<file path="config.mk">
export PLATFORM = sky130hd
export DESIGN_NAME = cpt_dp
export DESIGN_NICKNAME = d
export VERILOG_FILES = /design/src/rtl/cpt_pkg.sv /design/src/rtl/cpt_dp.sv
export SDC_FILE = /design/constraint.sdc
export NUM_CORES = 2
export LEC_CHECK = 0
export BUFFER_PORTS_ARGS = -buffer_cell sky130_fd_sc_hd__buf_4
export CAP_MARGIN = 20
export CORE_AREA = 2 2 300 302
export DETAILED_ROUTE_END_ITERATION = 7
export DIE_AREA = 0 0 302 304
export GPL_TIMING_DRIVEN = 0
export PLACE_DENSITY = 0.77
export REMOVE_ABC_BUFFERS = 1
export SLEW_MARGIN = 20
export SYNTH_ARGS = -nofsm -noshare
export SYNTH_HDL_FRONTEND = slang
export SYNTH_SLANG_ARGS = --single-unit
export TNS_END_PERCENT = 10
</file>
<file path="constraint.sdc">
create_clock -name clk -period 12.45 [get_ports clk]
set_input_delay 1.245 -clock clk [delete_from_list [all_inputs] [get_ports clk]]
set_output_delay 1.245 -clock clk [all_outputs]
set_load 0.01 [all_outputs]
</file>
<file path="src/rtl/cpt_pkg.sv">
// Shared types and codes for the convex polygon point test.
package cpt_pkg;

  // Input transaction modes. Code 3 carries no meaning and is ignored.
  typedef enum logic [1:0] {
    MODE_CLEAR  = 2'd0,
    MODE_APPEND = 2'd1,
    MODE_QUERY  = 2'd2
  } mode_t;

  typedef enum logic [1:0] {
    ST_IDLE,
    ST_WALK,
    ST_DRAIN,
    ST_DONE
  } state_t;

  // Commands from the controller to the datapath.
  typedef struct packed {
    logic clear;
    logic append;
    logic start;
    logic rd_en;
  } cmd_t;

  // Status from the datapath to the controller.
  typedef struct packed {
    logic count_zero;
    logic walk_last;
    logic pipe_busy;
  } sts_t;

endpackage

</file>
<file path="src/rtl/cpt_dp.sv">
// Datapath: vertex memory, edge walk pipeline and cross product test.
module cpt_dp #(
  parameter int MAX_VERTICES = 16,
  parameter int COORD_BITS   = 16
) (
  input  logic               clk,
  input  logic               rst_n,
  input  cpt_pkg::cmd_t      cmd,
  output cpt_pkg::sts_t      sts,
  input  logic signed [15:0] coord_x,
  input  logic signed [15:0] coord_y,
  output logic               inside_res,
  output logic               overflowed
);

  localparam int EFF = (COORD_BITS < 16) ? COORD_BITS : 16;
  localparam int DW  = EFF + 1;
  localparam int PW  = 2 * DW;
  localparam int AW  = $clog2(MAX_VERTICES);
  localparam int CW  = $clog2(MAX_VERTICES + 1);

  logic [EFF-1:0] mem_x [MAX_VERTICES];
  logic [EFF-1:0] mem_y [MAX_VERTICES];

  logic [CW-1:0]  count_r;
  logic           ovf_r;
  logic [CW-1:0]  step_r;
  logic [EFF-1:0] px_r, py_r;

  logic [EFF-1:0] rd_x_r, rd_y_r;
  logic           v1_r, first1_r;
  logic [EFF-1:0] prev_x_r, prev_y_r;

  logic signed [DW-1:0] ex_r, ey_r, dx_r, dy_r;
  logic signed [DW-1:0] ex_nxt, ey_nxt, dx_nxt, dy_nxt;
  logic                 v2_r;

  logic signed [PW-1:0] pa_r, pb_r;
  logic                 v3_r;
  logic                 outside_r;

  logic          full;
  logic [AW-1:0] rd_addr;

  assign full    = (count_r == CW'(MAX_VERTICES));
  // The walk reads every vertex in order and then vertex 0 again for the closing edge.
  assign rd_addr = (step_r == count_r) ? '0 : step_r[AW-1:0];

  assign sts.count_zero = (count_r == '0);
  assign sts.walk_last  = (step_r == count_r);
  assign sts.pipe_busy  = v1_r | v2_r | v3_r;

  assign inside_res = ~outside_r;
  assign overflowed = ovf_r;

  always_ff @(posedge clk) begin
    if (cmd.append && !full) begin
      mem_x[count_r[AW-1:0]] <= coord_x[EFF-1:0];
      mem_y[count_r[AW-1:0]] <= coord_y[EFF-1:0];
    end
    if (cmd.rd_en) begin
      rd_x_r <= mem_x[rd_addr];
      rd_y_r <= mem_y[rd_addr];
    end
  end

  always_ff @(posedge clk) begin
    if (!rst_n) begin
      count_r <= '0;
      ovf_r   <= 1'b0;
    end else if (cmd.clear) begin
      count_r <= '0;
      ovf_r   <= 1'b0;
    end else if (cmd.append) begin
      if (full) begin
        ovf_r <= 1'b1;
      end else begin
        count_r <= count_r + CW'(1);
      end
    end
  end

  always_ff @(posedge clk) begin
    if (!rst_n) begin
      step_r    <= '0;
      v1_r      <= 1'b0;
      first1_r  <= 1'b0;
      v2_r      <= 1'b0;
      v3_r      <= 1'b0;
      outside_r <= 1'b0;
    end else begin
      if (cmd.start) begin
        step_r    <= '0;
        outside_r <= 1'b0;
      end else if (cmd.rd_en) begin
        step_r <= step_r + CW'(1);
      end
      v1_r     <= cmd.rd_en;
      first1_r <= (step_r == '0);
      // The first vertex only seeds the previous-vertex register.
      v2_r     <= v1_r && !first1_r;
      v3_r     <= v2_r;
      if (v3_r && (pa_r > pb_r)) begin
        outside_r <= 1'b1;
      end
    end
  end

  always_comb begin
    ex_nxt = signed'({rd_x_r[EFF-1], rd_x_r}) - signed'({prev_x_r[EFF-1], prev_x_r});
    ey_nxt = signed'({rd_y_r[EFF-1], rd_y_r}) - signed'({prev_y_r[EFF-1], prev_y_r});
    dx_nxt = signed'({px_r[EFF-1], px_r}) - signed'({prev_x_r[EFF-1], prev_x_r});
    dy_nxt = signed'({py_r[EFF-1], py_r}) - signed'({prev_y_r[EFF-1], prev_y_r});
  end

  always_ff @(posedge clk) begin
    if (cmd.start) begin
      px_r <= coord_x[EFF-1:0];
      py_r <= coord_y[EFF-1:0];
    end
    if (v1_r) begin
      prev_x_r <= rd_x_r;
      prev_y_r <= rd_y_r;
      ex_r     <= ex_nxt;
      ey_r     <= ey_nxt;
      dx_r     <= dx_nxt;
      dy_r     <= dy_nxt;
    end
    // Cross product is ex*dy - ey*dx; it is positive exactly when the first term is larger.
    pa_r <= PW'(ex_r) * PW'(dy_r);
    pb_r <= PW'(ey_r) * PW'(dx_r);
  end

endmodule

</file>
==> flow_summary.toml <==
[die]
rows = 110
fp.coreArea_sq_mm = 0.0890
die_w_um = 302
pin_count = 43
start_util_pct = 59.2
die_h_um = 304
dieArea_sq_mm = 0.0918

[cells_and_area]
drive_gt1_share_pct = 7.74
stdcell_count = 5594
final_common_cell = "inv_1"
multi_input_area_sq_mm = 0.0274
areaGrowthSynthToFinish_pct = 8.96
final_nets = 5261
layout_common_cells = "inv_1 (739), edfxtp_1 (676), fa_1 (596)"
register_area_sq_mm = 0.0220
fill_cells = 6351

[setup_path]
critPathMaxFanout = 17
crit_chain = "nand2_1 -> inv_1 -> fa_1 -> fa_1 -> fa_1 -> fa_1 -> fa_1 -> inv_1 -> fa_1 -> inv_1 -> ha_1 -> and3_1 -> nand3_1 -> nor2_1 -> o311a_4 -> o41ai_4 -> o2111ai_1 -> a21oi_1 -> xnor2_1"
worstSetupPathType = "flip-flop to flip-flop"
r2r_cells = 19
worstPathRequired_ns = 12.99
rrSetupSlack_ns = 5.62
crit_path_start_kind = "flip-flop"
arrival_ns = 7.38
path_buf_inv = 3
rr_startpoint = "ex_r[16]"
setup.worst_path.end_class = "flip-flop"
cp_common_cell = "fa_1"
cp_top_family = "adder cells"
slowest_stage = "fa_1"
timing.rr.end = "pa_r[33]"
slowest_delay_ns = 0.95

[clock_tree]
cts-buffers-inserted = 79
cts_hold_buf = 0
cts_resized = 0
cts_setup_buffers = 0
clk_path_buf_depth = 3
cts_tree = "built"
clock_latency_ns = 0.66
htreeDepth = 3
clkTransAtPathRegs_ns = 0.06
clock-root-buffer = "clkbuf_16"
cts_sinks = 760

[sta]
hold_violations = 0
finalMaxSlewViolations = 0
setup_ws_ns = 5.62
worst_pin_slew_ns = 0.881
max_freq_ghz = 0.146
slew_headroom_pct = 41.2
fin_crit_ns = 6.83
period_share_pct = 54.9
setup_viol_count_final = 0
fin_worst_skew_ns = 0.0468
rsz0062_at_grt = "no"
hold_slack_ns = 0.442

[global_route]
antenna_found_initial = 1
grt_pass1_vias = 34500
grt_overflow = 0
grt_max_degree = 65
grt_usage_pct = 25.9
grt_pass1_wl_mm = 185

[min_path]
hold_path_end = "prev_x_r[10]"
whs_path_depth = 0
hp-start = "rd_x_r[10]"
hold_class = "flip-flop to flip-flop"

[logic_synthesis]
yosysTopAreaCellShare_pct = 38.5
ys_ff_latch = 760
syn_avg_cell_area_sq_um = 12.1
yosysTopAreaCell = "edfxtp_1"
synth_edf_count = 676
yosysSeqAreaShare_pct = 41.7
ys.flop_type = "edfxtp_1"
syn_inst = 4348
synth.area.top_cells = "edfxtp_1 (39%), fa_1 (23%), ha_1 (6.5%), inv_1 (5.3%), and2_1 (4.2%)"
synth_async_sr_flop_share_pct = 0
syn_area_sq_mm = 0.0527
ys_types = 74
yosysWarnings = 0

[route]
totalWireLength_mm = 115
drt-wirelength-per-cell_um = 20.5
dr_total_vias = 32200
drt_iter0_drc = 2603
viasPerCell = 5.75
drtPass1Iterations = 5
drtAntennaViolNets = 0
drc = 0

[status]
outcome = "complete, no violations"

[placement]
io_buffer_count = 42
dp_hpwl_mm = 84.8
place_inst = 5448
place_congestion = 0.886
place_ws_ns = 5.58

[flow_run]
maxCapViolCount = 0
-- final cells by class --
| cell class | instances | share of cell area (%) |
|---|---|---|
| multi-input cells | 2694 | 47.7 |
| flip-flops and latches | 760 | 38.3 |
| inverters | 739 | 4.83 |
| clock buffers | 92 | 3.56 |
| well taps | 1176 | 2.56 |
| repair buffers | 79 | 2.05 |
| clock inverters | 53 | 1.00 |
| diodes | 1 | 0.00436 |
-- metrics by stage --
stage	area [sq um]	utilization, %	TNS [ns]
floorplan	52000	-	0
global placement	53800	60.4	-89.77
detailed placement	54800	61.5	0
CTS	57400	64.5	0
global route	57400	64.5	0
finish	57400	64.5	0
-- synth_stat cells (all sizes together), types with 64 or more instances --
master  number
a31oi       68
nor2       116
nand2      477
a211oi      71
edfxtp     676
and2       354
fa         596
dfxtp       84
ha         274
xnor2       98
clkbuf     106
inv        739
a21oi       88
mux4        64
-- cell families (layout without fill, tap and decap cells) --
kind of cell,count (synthesis),count (layout),share of synthesized area [%]
and+or+nand+nor,1115,1115,10.4
buffers and inverters,894,963,6.58
adders and majority gates,870,870,29.2
DFF,760,760,41.7
AOI/OAI and AO/OA,451,451,5.97
muxes,132,132,4.11
xor gates and xnor gates,126,126,2.09
other,0,1,0
-- sequential cells by signal, summed over array words and instances, names as in the netlist, 5 cells and up --
signal	flops
count_r	5
dx_r	17
dy_r	17
ex_r	17
ey_r	17
mem_x	256
mem_y	256
pa_r	34
pb_r	34
prev_x_r	16
prev_y_r	16
px_r	16
py_r	16
rd_x_r	16
rd_y_r	16
step_r	5
-- routing by layer --
metal	wire length, um	vias up	global-route usage (%)
met2	58400	1216	44.4
met4	3650	0	9.11
met5	0	-	0
met3	8250	270	4.24
met1	44700	16300	33.6
li1	-	14400	-
-- worst max-delay path by stage --
stage,depth (start not counted),from,slack (ns),endpoint
after global placement,7,step_r[0],-2.90,rd_x_r[0]
after CTS,19,dy_r[2],5.61,pa_r[33]
after global routing,19,ex_r[16],5.27,pa_r[33]
after detailed placement,19,dy_r[2],5.58,pa_r[33]
after floorplan,7,step_r[0],4.84,rd_x_r[0]
final,19,ex_r[16],5.62,pa_r[33]
Power is not shown: default switching activity piles up to over one toggle a cycle in this logic, so the estimate is an artifact.
